==> config.mk <==
export PLATFORM = sky130hd
export DESIGN_NAME = raster_crop_pad_vertical_align
export DESIGN_NICKNAME = d
export VERILOG_FILES = /design/src/sv/rcpva_pkg.sv /design/src/sv/raster_crop_pad_vertical_align.sv /design/src/sv/rcpva_front.sv /design/src/sv/rcpva_fifo.sv /design/src/sv/rcpva_back.sv
export SDC_FILE = /design/constraint.sdc
export NUM_CORES = 2
export LEC_CHECK = 0
export ABC_AREA = 1
export BUFFER_PORTS_ARGS = -buffer_cell sky130_fd_sc_hd__buf_2
export CAP_MARGIN = 20
export CORE_MARGIN = 2
export CORE_UTILIZATION = 50
export DETAILED_ROUTE_END_ITERATION = 6
export PLACE_DENSITY = 0.69
export SETUP_SLACK_MARGIN = 0.05
export SLEW_MARGIN = 25
export SYNTH_ARGS = -nofsm -noshare
export SYNTH_HDL_FRONTEND = slang
export SYNTH_HIERARCHICAL = 1
export SYNTH_SLANG_ARGS = --single-unit
==> constraint.sdc <==
create_clock -name clk -period 5.9 [get_ports clk]
set_input_delay 1.18 -clock clk [delete_from_list [all_inputs] [get_ports clk]]
set_output_delay 1.18 -clock clk [all_outputs]
set_load 0.005 [all_outputs]
==> src/sv/rcpva_pkg.sv <==
package rcpva_pkg;

	localparam int MAX_DIM = 4096;
	localparam int DIM_W = 13;
	localparam int POS_W = $clog2(MAX_DIM);
	localparam int PIX_W = 32;
	localparam int CNT_W = 25;
	localparam int IDX_W = 3;
	localparam int ALIGN_W = 2;
	localparam int FIFO_DEPTH = 4;
	localparam int FIFO_AW = $clog2(FIFO_DEPTH);
	localparam int SETTLE = 4;
	localparam int SET_W = $clog2(SETTLE + 1);

	localparam logic [PIX_W-1:0] PAD_ZERO = 32'h0000_0000;
	localparam logic [CNT_W-1:0] COUNT_MAX = {CNT_W{1'b1}};

	localparam logic [ALIGN_W-1:0] ALIGN_TOP    = 2'd0;
	localparam logic [ALIGN_W-1:0] ALIGN_CENTER = 2'd1;
	localparam logic [ALIGN_W-1:0] ALIGN_BOTTOM = 2'd2;

	// one-hot run kinds, in emission order
	localparam logic [3:0] RUN_TOP  = 4'b0001;
	localparam logic [3:0] RUN_PIX  = 4'b0010;
	localparam logic [3:0] RUN_RPAD = 4'b0100;
	localparam logic [3:0] RUN_BOT  = 4'b1000;

	typedef enum logic [IDX_W-1:0] {
		REG_SRC_WIDTH  = 3'd0,
		REG_SRC_HEIGHT = 3'd1,
		REG_DST_WIDTH  = 3'd2,
		REG_DST_HEIGHT = 3'd3,
		REG_VERT_ALIGN = 3'd4,
		REG_FILL_COLOR = 3'd5,
		REG_IS_ARGB    = 3'd6
	} reg_idx_t;

	// classified pixel: which runs it causes
	typedef struct packed {
		logic [PIX_W-1:0] value;
		logic             top;
		logic             pix;
		logic             pix_done;
		logic             rpad;
		logic             rpad_done;
		logic             bot;
	} entry_t;

	// frame geometry the back end needs to build runs
	typedef struct packed {
		logic [PIX_W-1:0] pad_value;
		logic [CNT_W-1:0] top_count;
		logic [CNT_W-1:0] bot_count;
		logic [DIM_W-1:0] rpad;
	} geom_t;

	function automatic logic [DIM_W-1:0] clamp_dim(input logic [DIM_W-1:0] v);
		logic [DIM_W-1:0] r;
		r = v;
		if (v == '0)
			r = DIM_W'(1);
		else if (v > DIM_W'(MAX_DIM))
			r = DIM_W'(MAX_DIM);
		return r;
	endfunction

endpackage

==> src/sv/raster_crop_pad_vertical_align.sv <==
// Raster crop / pad with vertical alignment.
// Source pixels enter on the pix channel (pix_valid, pix_stall, pixel) in
// raster order; the resized frame leaves on the run channel as runs of
// run_value repeated run_count times. last_of_item flags the last run caused
// by one pixel, frame_done the run that closes the output frame.
// Registers are written through wr_en / wr_index / wr_data while idle; each
// write holds pix_stall high while the geometry pipeline settles.
// Throughput: one pixel per cycle. A pixel causes up to four runs and the
// run side builds one run per cycle, so pixels that cause several runs fill
// the 4-entry queue between the front and back ends, and pix_stall rises
// when it is full. A pixel's first run passes through the queue and then the
// output register before it is offered. While run_stall is high the output
// run holds and the queue keeps taking pixels until full. Reset clears the
// raster position, the queue and the output register, loads the register
// defaults and stalls input while the geometry pipeline settles.
module raster_crop_pad_vertical_align (
	input  logic                        clk,
	input  logic                        arst_n,
	input  logic                        wr_en,
	input  logic [rcpva_pkg::IDX_W-1:0] wr_index,
	input  logic [rcpva_pkg::PIX_W-1:0] wr_data,
	input  logic                        pix_valid,
	output logic                        pix_stall,
	input  logic [rcpva_pkg::PIX_W-1:0] pixel,
	output logic                        run_valid,
	input  logic                        run_stall,
	output logic [rcpva_pkg::PIX_W-1:0] run_value,
	output logic [rcpva_pkg::CNT_W-1:0] run_count,
	output logic                        last_of_item,
	output logic                        frame_done
);
	import rcpva_pkg::*;

	logic   push, pop, empty, full;
	entry_t push_entry, head;
	geom_t  geom;

	rcpva_front u_front (
		.clk        (clk),
		.arst_n     (arst_n),
		.wr_en      (wr_en),
		.wr_index   (wr_index),
		.wr_data    (wr_data),
		.pix_valid  (pix_valid),
		.pixel      (pixel),
		.pix_stall  (pix_stall),
		.full       (full),
		.push       (push),
		.push_entry (push_entry),
		.geom       (geom)
	);

	rcpva_fifo u_fifo (
		.clk        (clk),
		.arst_n     (arst_n),
		.push       (push),
		.push_entry (push_entry),
		.pop        (pop),
		.head       (head),
		.empty      (empty),
		.full       (full)
	);

	rcpva_back u_back (
		.clk          (clk),
		.arst_n       (arst_n),
		.geom         (geom),
		.head         (head),
		.empty        (empty),
		.pop          (pop),
		.run_valid    (run_valid),
		.run_stall    (run_stall),
		.run_value    (run_value),
		.run_count    (run_count),
		.last_of_item (last_of_item),
		.frame_done   (frame_done)
	);

endmodule

==> src/sv/rcpva_front.sv <==
module rcpva_front (
	input  logic                          clk,
	input  logic                          arst_n,
	input  logic                          wr_en,
	input  logic [rcpva_pkg::IDX_W-1:0]   wr_index,
	input  logic [rcpva_pkg::PIX_W-1:0]   wr_data,
	input  logic                          pix_valid,
	input  logic [rcpva_pkg::PIX_W-1:0]   pixel,
	output logic                          pix_stall,
	input  logic                          full,
	output logic                          push,
	output rcpva_pkg::entry_t             push_entry,
	output rcpva_pkg::geom_t              geom
);
	import rcpva_pkg::*;

	logic [DIM_W-1:0]   src_w_q, src_h_q, dst_w_q, dst_h_q;
	logic [ALIGN_W-1:0] align_q;
	logic [PIX_W-1:0]   fill_q;
	logic               argb_q;
	logic [SET_W-1:0]   settle_q;

	logic [DIM_W-1:0]   sw_s1, sh_s1, dw_s1, dh_s1;
	logic [ALIGN_W-1:0] align_s1;
	logic [PIX_W-1:0]   padv_s1;
	logic               argb_s1;

	logic [DIM_W-1:0]   sw_s2, sh_s2, dw_s2, kw_s2, rpad_s2, vdiff_s2, kept_s2;
	logic               crop_s2;
	logic [ALIGN_W-1:0] align_s2;
	logic [PIX_W-1:0]   padv_s2;
	logic               argb_s2;

	logic [DIM_W-1:0]   sw_s3, sh_s3, dw_s3, kw_m1_s3, rpad_s3;
	logic [DIM_W-1:0]   first_s3, last_row_s3, top_s3, bot_s3;
	logic [PIX_W-1:0]   padv_s3;
	logic               argb_s3;

	logic [CNT_W-1:0]   top_cnt_s4, bot_cnt_s4;

	logic [POS_W-1:0]   col_q, row_q;

	logic [DIM_W-1:0]   shift;
	logic [2*DIM_W-1:0] top_prod, bot_prod;
	logic [DIM_W-1:0]   col_w, row_w, c0, r0a, r0, c1, r1;
	logic               keep_row, keep_col, last_col, last_row;
	logic               top_nz, rpad_nz, bot_nz;
	logic               accept;
	entry_t             e;

	always_ff @(posedge clk or negedge arst_n) begin
		if (!arst_n) begin
			src_w_q  <= DIM_W'(1);
			src_h_q  <= DIM_W'(1);
			dst_w_q  <= DIM_W'(1);
			dst_h_q  <= DIM_W'(1);
			align_q  <= ALIGN_TOP;
			fill_q   <= PAD_ZERO;
			argb_q   <= 1'b1;
			settle_q <= SET_W'(SETTLE);
		end else begin
			if (wr_en) begin
				settle_q <= SET_W'(SETTLE);
				case (wr_index)
					REG_SRC_WIDTH:  src_w_q <= wr_data[DIM_W-1:0];
					REG_SRC_HEIGHT: src_h_q <= wr_data[DIM_W-1:0];
					REG_DST_WIDTH:  dst_w_q <= wr_data[DIM_W-1:0];
					REG_DST_HEIGHT: dst_h_q <= wr_data[DIM_W-1:0];
					REG_VERT_ALIGN: align_q <= wr_data[ALIGN_W-1:0];
					REG_FILL_COLOR: fill_q  <= wr_data;
					REG_IS_ARGB:    argb_q  <= wr_data[0];
					default: ;
				endcase
			end else if (settle_q != '0) begin
				settle_q <= settle_q - SET_W'(1);
			end
		end
	end

	// geometry pipeline, recomputed every cycle from the registers
	always_comb begin
		if (align_s2 == ALIGN_CENTER)
			shift = vdiff_s2 >> 1;
		else if (align_s2 == ALIGN_BOTTOM)
			shift = vdiff_s2;
		else
			shift = '0;
	end

	assign top_prod = {{DIM_W{1'b0}}, top_s3} * {{DIM_W{1'b0}}, dw_s3};
	assign bot_prod = {{DIM_W{1'b0}}, bot_s3} * {{DIM_W{1'b0}}, dw_s3};

	always_ff @(posedge clk) begin
		sw_s1    <= clamp_dim(src_w_q);
		sh_s1    <= clamp_dim(src_h_q);
		dw_s1    <= clamp_dim(dst_w_q);
		dh_s1    <= clamp_dim(dst_h_q);
		align_s1 <= align_q;
		padv_s1  <= argb_q ? fill_q : PAD_ZERO;
		argb_s1  <= argb_q;

		sw_s2    <= sw_s1;
		sh_s2    <= sh_s1;
		dw_s2    <= dw_s1;
		kw_s2    <= (dw_s1 < sw_s1) ? dw_s1 : sw_s1;
		rpad_s2  <= (dw_s1 > sw_s1) ? dw_s1 - sw_s1 : '0;
		crop_s2  <= dh_s1 < sh_s1;
		vdiff_s2 <= (dh_s1 < sh_s1) ? sh_s1 - dh_s1 : dh_s1 - sh_s1;
		kept_s2  <= (dh_s1 < sh_s1) ? dh_s1 : sh_s1;
		align_s2 <= align_s1;
		padv_s2  <= padv_s1;
		argb_s2  <= argb_s1;

		sw_s3       <= sw_s2;
		sh_s3       <= sh_s2;
		dw_s3       <= dw_s2;
		kw_m1_s3    <= kw_s2 - DIM_W'(1);
		rpad_s3     <= rpad_s2;
		first_s3    <= crop_s2 ? shift : '0;
		last_row_s3 <= (crop_s2 ? shift : '0) + kept_s2 - DIM_W'(1);
		top_s3      <= crop_s2 ? '0 : shift;
		bot_s3      <= crop_s2 ? '0 : vdiff_s2 - shift;
		padv_s3     <= padv_s2;
		argb_s3     <= argb_s2;

		top_cnt_s4 <= (top_prod > {{(2*DIM_W-CNT_W){1'b0}}, COUNT_MAX}) ?
			COUNT_MAX : top_prod[CNT_W-1:0];
		bot_cnt_s4 <= (bot_prod > {{(2*DIM_W-CNT_W){1'b0}}, COUNT_MAX}) ?
			COUNT_MAX : bot_prod[CNT_W-1:0];
	end

	assign geom.pad_value = padv_s3;
	assign geom.top_count = top_cnt_s4;
	assign geom.bot_count = bot_cnt_s4;
	assign geom.rpad      = rpad_s3;

	// classify the incoming pixel against the current raster position
	always_comb begin
		col_w = {{(DIM_W-POS_W){1'b0}}, col_q};
		row_w = {{(DIM_W-POS_W){1'b0}}, row_q};
		// a position left past a narrowed frame starts over
		c0  = (col_w >= sw_s3) ? '0 : col_w;
		r0a = (col_w >= sw_s3) ? row_w + DIM_W'(1) : row_w;
		r0  = (r0a >= sh_s3) ? '0 : r0a;

		top_nz  = top_s3 != '0;
		rpad_nz = rpad_s3 != '0;
		bot_nz  = bot_s3 != '0;

		keep_row = (r0 >= first_s3) && (r0 <= last_row_s3);
		keep_col = c0 <= kw_m1_s3;
		last_col = c0 == kw_m1_s3;
		last_row = r0 == last_row_s3;

		e.value     = argb_s3 ? pixel : {{(PIX_W-8){1'b0}}, pixel[7:0]};
		e.top       = (r0 == '0) && (c0 == '0) && top_nz;
		e.pix       = keep_row && keep_col;
		e.pix_done  = last_row && last_col && !rpad_nz && !bot_nz;
		e.rpad      = keep_row && keep_col && last_col && rpad_nz;
		e.rpad_done = last_row && !bot_nz;
		e.bot       = keep_row && keep_col && last_row && last_col && bot_nz;

		c1 = c0 + DIM_W'(1);
		r1 = r0 + DIM_W'(1);
	end

	assign pix_stall  = full || (settle_q != '0);
	assign accept     = pix_valid && !pix_stall;
	assign push       = accept && (e.top || e.pix);
	assign push_entry = e;

	always_ff @(posedge clk or negedge arst_n) begin
		if (!arst_n) begin
			col_q <= '0;
			row_q <= '0;
		end else if (accept) begin
			if (c1 >= sw_s3) begin
				col_q <= '0;
				row_q <= (r1 >= sh_s3) ? '0 : r1[POS_W-1:0];
			end else begin
				col_q <= c1[POS_W-1:0];
				row_q <= r0[POS_W-1:0];
			end
		end
	end

endmodule

==> src/sv/rcpva_fifo.sv <==
module rcpva_fifo (
	input  logic              clk,
	input  logic              arst_n,
	input  logic              push,
	input  rcpva_pkg::entry_t push_entry,
	input  logic              pop,
	output rcpva_pkg::entry_t head,
	output logic              empty,
	output logic              full
);
	import rcpva_pkg::*;

	entry_t             mem_q [FIFO_DEPTH];
	logic [FIFO_AW-1:0] wr_ptr_q, rd_ptr_q;
	logic [FIFO_AW:0]   count_q;

	assign empty = count_q == '0;
	assign full  = count_q == (FIFO_AW+1)'(FIFO_DEPTH);
	assign head  = mem_q[rd_ptr_q];

	always_ff @(posedge clk) begin
		if (push)
			mem_q[wr_ptr_q] <= push_entry;
	end

	always_ff @(posedge clk or negedge arst_n) begin
		if (!arst_n) begin
			wr_ptr_q <= '0;
			rd_ptr_q <= '0;
			count_q  <= '0;
		end else begin
			if (push)
				wr_ptr_q <= wr_ptr_q + FIFO_AW'(1);
			if (pop)
				rd_ptr_q <= rd_ptr_q + FIFO_AW'(1);
			case ({push, pop})
				2'b10:   count_q <= count_q + (FIFO_AW+1)'(1);
				2'b01:   count_q <= count_q - (FIFO_AW+1)'(1);
				default: ;
			endcase
		end
	end

endmodule

==> src/sv/rcpva_back.sv <==
module rcpva_back (
	input  logic                        clk,
	input  logic                        arst_n,
	input  rcpva_pkg::geom_t            geom,
	input  rcpva_pkg::entry_t           head,
	input  logic                        empty,
	output logic                        pop,
	output logic                        run_valid,
	input  logic                        run_stall,
	output logic [rcpva_pkg::PIX_W-1:0] run_value,
	output logic [rcpva_pkg::CNT_W-1:0] run_count,
	output logic                        last_of_item,
	output logic                        frame_done
);
	import rcpva_pkg::*;

	entry_t           cur_q;
	logic [3:0]       rem_q;
	logic             valid_q;
	logic [PIX_W-1:0] value_q;
	logic [CNT_W-1:0] count_q;
	logic             last_q, done_q;

	logic             cur_vld, out_free, avail, load;
	entry_t           src;
	logic [3:0]       src_mask, sel, rest;
	logic [PIX_W-1:0] nxt_value;
	logic [CNT_W-1:0] nxt_count;
	logic             nxt_done;

	assign cur_vld  = rem_q != '0;
	assign out_free = !valid_q || !run_stall;
	assign avail    = cur_vld || !empty;
	assign load     = out_free && avail;
	assign pop      = load && !cur_vld;

	assign src      = cur_vld ? cur_q : head;
	assign src_mask = cur_vld ? rem_q : {head.bot, head.rpad, head.pix, head.top};
	assign sel      = src_mask & (~src_mask + 4'd1);
	assign rest     = src_mask & ~sel;

	always_comb begin
		case (sel)
			RUN_TOP: begin
				nxt_value = geom.pad_value;
				nxt_count = geom.top_count;
				nxt_done  = 1'b0;
			end
			RUN_PIX: begin
				nxt_value = src.value;
				nxt_count = CNT_W'(1);
				nxt_done  = src.pix_done;
			end
			RUN_RPAD: begin
				nxt_value = PAD_ZERO;
				nxt_count = {{(CNT_W-DIM_W){1'b0}}, geom.rpad};
				nxt_done  = src.rpad_done;
			end
			RUN_BOT: begin
				nxt_value = geom.pad_value;
				nxt_count = geom.bot_count;
				nxt_done  = 1'b1;
			end
			default: begin
				nxt_value = PAD_ZERO;
				nxt_count = CNT_W'(1);
				nxt_done  = 1'b0;
			end
		endcase
	end

	always_ff @(posedge clk or negedge arst_n) begin
		if (!arst_n) begin
			rem_q   <= '0;
			valid_q <= 1'b0;
		end else if (load) begin
			rem_q   <= rest;
			valid_q <= 1'b1;
		end else if (out_free) begin
			valid_q <= 1'b0;
		end
	end

	// hold payload while the receiver stalls
	always_ff @(posedge clk) begin
		if (pop)
			cur_q <= head;
		if (load) begin
			value_q <= nxt_value;
			count_q <= nxt_count;
			last_q  <= rest == '0;
			done_q  <= nxt_done;
		end
	end

	assign run_valid    = valid_q;
	assign run_value    = value_q;
	assign run_count    = count_q;
	assign last_of_item = last_q;
	assign frame_done   = done_q;

endmodule

# After elaboration in Yosys (flattened, before gate mapping)
# Memories as Yosys holds them, arrays and structs flattened.
# Index checks and enable logic that the tools add are counted.
# word_totals
regBits,637
latchBits,0
ramBits,152
rom_bits,0
input_bits,72
output_inout_bits,61
wordCells,203
memories,1
# memory_table
name,depth,word_bits,read_ports,rd_ports_with_merged_regs,wr,line,text
u_fifo.mem_q,4,38,1,0,1,rcpva_fifo.sv:13,entry_t mem_q [FIFO_DEPTH];
# classes
addsub,16
mul,2
div,0
order_cmp,16
eq_ne,17
n_shift,0
n_mux,29
bitwise,4
n_reduce_logical,57
# ops
cell,n
13-bit 2-to-1 mux,12
13-bit zero test,6
25-bit one-hot mux with 3 select lines,1
32-bit one-hot mux with 2 select lines,1
13-bit >= comparator,4
13-bit greater-than comparator (second input constant),4
26-bit by 25-bit greater-than comparator with 1-bit output (second input constant),2
13-bit by 13-bit multiplier with 26-bit output,2
13-bit subtractor,4
12-bit 2-to-1 mux,4
13-bit nonzero test,3
38-bit 2-to-1 mux,1
32-bit 2-to-1 mux,1
13-bit by 1-bit adder with 13-bit output (second input constant),2
13-bit equality test,2
13-bit less-or-equal comparator,2
13-bit < comparator,2
13-bit by 1-bit subtractor with 13-bit output (second input constant),2
1-bit logical AND,17
2-bit AND reduction,7
12-bit by 1-bit adder with 13-bit output (second input constant),1
13-bit adder,1
12-bit by 13-bit >= comparator with 1-bit output,1
13-bit greater-than comparator,1
other kinds (28),58

# Depth between registers and ports, before layout
# logic_depth
word_depth,11
mapped_depth,43
ltp_nobuf,42

# Hierarchy
# Netlist, hierarchy kept.
# by_module_without_submodules
mod,instances,cells_per_inst,area_per_inst_um2,seq_area_each_um2
rcpva_front,1,3904,32657.6,11148.2
rcpva_fifo,1,492,6600.1,4739.5
rcpva_back,1,444,4476.8,2892.8

# Worst setup path before layout
# OpenSTA, ideal clock, no wires.
# synth_path
kind,flip-flop to flip-flop
start,register u_front.col_q[4]
end,memory u_fifo/mem_q[1][0] (netlist name) (enable)
setup_ps,393
arrival_time_ps,5199
t_required_ps,5507
slack_ps,308
stages_incl_launch_ff,33
path_buffers,2
synth_period_minus_slack_ps,5592
cell_sequence,dfrtp_1 ha_1 nand2_2 nor2_1 nand2_1 nor2_2 nor2_4 nand3_4 buf_12 o21ai_2 inv_1 ha_1 nand2_1 nor2_1 nand3_1 nor2_1 nor2_1 nand4_1 nor2_4 inv_1 ha_1 o21ai_0 a21oi_1 nor2_1 o21ai_0 a21oi_1 nor2_1 o21ai_0 nand3_1 a21oi_1 clkbuf_1 nand2_1 inv_1
# synth_via
elab_chain_len,11
word_cells_on_any_way,18
classes_between,5 x order compare; 5 x mux; 8 x reduce/logical
# synth_rtl
element,line,text
from (decl),rcpva_front.sv:41,"logic [POS_W-1:0] col_q, row_q;"
from (signal assigned),rcpva_front.sv:181,col_q <= c1[POS_W-1:0];
12-bit by 13-bit >= comparator with 1-bit output,"rcpva_front.sv:142, rcpva_front.sv:143",
13-bit 2-to-1 mux,rcpva_front.sv:143,r0a = (col_w >= sw_s3) ? row_w + DIM_W'(1) : row_w;
13-bit >= comparator,rcpva_front.sv:144,r0 = (r0a >= sh_s3) ? '0 : r0a;
13-bit 2-to-1 mux,rcpva_front.sv:144,
"13-bit >= comparator, or another cell as far along",rcpva_front.sv:150,keep_row = (r0 >= first_s3) && (r0 <= last_row_s3);
1-bit logical AND (on tied branches),"rcpva_front.sv:150, rcpva_front.sv:156",
1-bit logical AND (on tied branches),"rcpva_front.sv:157, rcpva_front.sv:156",
1-bit logical OR *,rcpva_front.sv:169,assign push = accept && (e.top || e.pix);
1-bit logical AND *,rcpva_front.sv:169,
via push,raster_crop_pad_vertical_align.sv:34,"logic push, pop, empty, full;"
1-bit 2-to-1 mux *,rcpva_fifo.sv:22,if (push)
1-bit 2-to-1 mux (not written as such) *,rcpva_fifo.sv:23,mem_q[wr_ptr_q] <= push_entry;
to (decl),rcpva_fifo.sv:13,
# The timed path passes the listed nets; every way through them passes the cells marked *.

# Worst setup path after layout
# layout_path
start,register u_front.dw_s3[2]
end,register u_front.bot_cnt_s4[18]
# layout_via
elab_chain_len,2
# layout_rtl
element,line,text
from (decl),rcpva_front.sv:34,"logic [DIM_W-1:0] sw_s3, sh_s3, dw_s3, kw_m1_s3, rpad_s3;"
from (signal assigned),rcpva_front.sv:116,dw_s3 <= dw_s2;
13-bit by 13-bit multiplier with 26-bit output *,rcpva_front.sv:91,"assign bot_prod = {{DIM_W{1'b0}}, bot_s3} * {{DIM_W{1'b0}}, dw_s3};"
26-bit by 25-bit greater-than comparator with 1-bit output,rcpva_front.sv:128,"bot_cnt_s4 <= (bot_prod > {{(2*DIM_W-CNT_W){1'b0}}, COUNT_MAX}) ?"
to (signal assigned),rcpva_front.sv:128,
to (decl),rcpva_front.sv:39,"logic [CNT_W-1:0] top_cnt_s4, bot_cnt_s4;"
# Every way passes the cells marked *; elsewhere a longest branch is shown, timed or not.
# A chain may end at the register's enable or synchronous reset.

==> impl_metrics.ini <==
[global_routing]
grt_max_degree = 81
grt_pass1_wl_microns = 168000
antenna_found_initial = 2
grt_use_total = 0.236
first_global_vias = 31000
grt_overflow = 0

[cells_and_area]
drive_gt1_frac = 0.104
nets = 5611
postLayoutCellArea_sq_um = 48700
area_growth_pct = 11.2
nFillCells = 7596
antennaDiodeCount = 0

[cts]
cts_sinks = 784
ctsHoldBuffers = 0
root_buffer = clkbuf_16
cts_tree = built
clk_pin_slew_ns = 0.07
clockBufferDepth = 3
cts_made_buffers = 80
insertion_delay_ns = 0.65
htreeDepth = 3

[routing]
dr.first_iter.drc_count = 2175
via_count = 31200
wire_per_inst_microns = 16.9
via_per_inst = 5.03
drc = 0
wirelength_microns = 105000
dr.pass1.iters = 6
ant_nets = 0

[synthesis]
synth_top_area_frac = 0.190
ys_seq_elements = 784
ys_seq_area_frac = 0.429
synth_fp_nets = 5477
yosys_warnings = 6
syn_inst = 4840
synth_cell_types = 69
synthMostInstantiatedCell = nand2_1
synthArstFlopShare = 0.159
yosysTopAreaCell = dfxtp_1
netlist_top_cells_count = nand2_1 (1,136), inv_1 (1,037), dfxtp_1 (414), ha_1 (317), fa_1 (248)
synth-edff-count = 245
synth_area_leaders = dfxtp_1 (19%), edfxtp_1 (17%), fa_1 (11%), nand2_1 (9.7%), ha_1 (9.1%)
synth.avg_cell_area_sq_um = 9.04
netlist_area_sq_um = 43700
dominantRegCellSynth = dfxtp_1

[hold_path]
hold_path_class = register to register
min_from = u_front/dw_s2[2]

[floorplanning]
rows = 108
ios = 133
die_h_microns = 300
die_area_sq_um = 89900
start_util = 0.504
die_w_microns = 300
core_sq_um = 86800

[worst_setup_path]
reg2reg_from = u_front/dw_s3[2]
cp_top_family = adder cells
critical_path_class = register to register
critPathMaxStageDelay_ns = 0.54
cp_common_cell = fa_1
critPathBufInv = 6
crit_fanout = 25
crit_required_ns = 6.41
crit_chain = buf_4 > nand2_1 > fa_1 > inv_1 > fa_1 > fa_1 > inv_1 > fa_1 > fa_1 > inv_1 > ha_1 > a21oi_1 > o21ai_1 > a21oi_1 > inv_1 > a21oi_1 > o31ai_1 > xor2_2 > buf_4 > nand3b_1
critPathArrivalTime_ns = 5.97
end_kind = register
crit_start = u_front/dw_s3[2]
cp-start-kind = register
cpMaxStageDelayCell = fa_1

[flow_run]
maxCapViolations = 0

[sta]
clock-skew-final_ns = 0.0438
drv_slew = 0
fin_crit_sh = 0.926
slew-limit-headroom = 0.335
fin_ws_ns = 0.438
fmax_mhz = 183
hold_violations = 0
setup_violations = 0
fin_crit_ns = 5.46
worst_pin_slew_ns = 0.996

[pwr]
p_leak_nw = 24.7
ir_worst_vdd_mv = 0.668
p_per_area_nw_per_um2 = 548

[place]
hpwlAfterDp_microns = 79700
numPortBuffers = 132
pre_cts_ws_ns = 0.0859
place_area_sq_um = 45700
gp_congestion = 0.938

[status]
status = completed
-- layout make-up --
cell class / count / area (sq um) / area share
flip-flops and latches: 784 / 18800 / 0.387
multi-input cells: 2841 / 20300 / 0.417
well taps: 1155 / 1450 / 0.0297
clock inverters: 46 / 572 / 0.0118
inverters: 1049 / 3950 / 0.0811
clock buffers: 103 / 2220 / 0.0456
repair buffers: 218 / 1390 / 0.0286
-- per-layer routing --
layer | track usage | share of wire
met5 | 0 | 0
met4 | 0.0652 | 0.025
met3 | 0.0318 | 0.060
met2 | 0.381 | 0.46
met1 | 0.336 | 0.46
-- where the power goes --
part	internal [mW]	total [mW]	switching (mW)	leakage, nW
sequential	7.42	8.61	1.19	7.31
combinational	4.61	12.8	8.21	16.0
clock	3.03	5.22	2.19	1.37
total	15.1	26.6	11.6	24.7
-- final timing paths --
| kind | cells past startpoint | end | slack, ns |
|---|---|---|---|
| worst max-delay path | 20 | u_front/bot_cnt_s4[18] | 0.44 |
| worst min-delay path | 0 | u_front/dw_s3[2] | 0.31 |
| worst max register to register | 20 | u_front/bot_cnt_s4[18] | 0.44 |
| worst min register to register | 0 | u_front/dw_s3[2] | 0.31 |
| max in group asynchronous | 2 | u_front/dst_w_q[10] | 4.26 |
| min in group asynchronous | 1 | u_front/dst_h_q[8] | 0.48 |
-- through the flow --
stage                     power, mW  hold WS, ns  cells  setup TNS, ns   util
after global placement         20.8        0.310   6035              0  0.526
after global routing           28.8        0.312   6196       -0.00712  0.561
after CTS                      26.3        0.313   6184              0  0.559
final                          26.6        0.315   6196              0  0.561
after detailed placement       21.0        0.312   6035              0  0.526
after floorplan                16.8        0.310   4840              0      -
-- kinds of logic after synthesis --
kind of cell	count (synthesis)	share of synthesized area
flip-flops	784	0.429
AO/OA/AOI/OAI	563	0.0800
AND/OR/NAND/NOR	1585	0.150
buffers and inverters	1215	0.109
adder cells (fa/ha/maj)	565	0.204
multiplexers	23	0.00581
XOR/XNOR	105	0.0212
-- worst reg2reg max path: stages (launching register included) --
cell	delay, ns
dfxtp_2	0.45
buf_4	0.27
nand2_1	0.13
fa_1	0.53
inv_1	0.05
fa_1	0.38
fa_1	0.54
inv_1	0.05
fa_1	0.48
fa_1	0.49
inv_1	0.04
ha_1	0.33
a21oi_1	0.22
o21ai_1	0.10
a21oi_1	0.22
inv_1	0.11
a21oi_1	0.27
o31ai_1	0.15
xor2_2	0.13
buf_4	0.28
nand3b_1	0.10
-- what timing repair did --
action                     4_1_cts  5_1_grt
setup endpoints to repair        1      221
pin swaps                        0        7
resized for setup                1       38
setup buffers                    0       12
-- placed cells by master, fill, tap and decap left out, types with 23 or more instances in the layout --
cell / Yosys / final
nand4_1: 44 / 44
inv_1: 1037 / 1028
buf_2: 29 / 131
xor2_1: 72 / 71
o211ai_2: 29 / 29
o21ai_0: 186 / 183
dfxtp_1: 414 / 400
a21oi_1: 165 / 164
buf_4: 12 / 79
ha_1: 317 / 316
dfrtp_1: 119 / 118
nand2_1: 1136 / 1134
nand2_2: 22 / 23
o211ai_1: 83 / 83
nor3_1: 28 / 27
edfxtp_1: 245 / 245
clkbuf_16: 0 / 81
xnor2_1: 32 / 32
fa_1: 248 / 248
nor2_1: 214 / 212
nand3_1: 65 / 63
-- registers in the layout (all words and copies together) (netlist names), 25 cells and up --
name,flops
u_front/padv_s3,32
u_back/run_value,32
u_front/padv_s1,32
u_fifo/mem_q,152
u_back/cur_q,34
u_front/bot_cnt_s4,25
u_front/fill_q,32
u_front/top_cnt_s4,25
u_back/run_count,25
u_front/padv_s2,32
No activity file was read; power rests on OpenSTA's default activity.
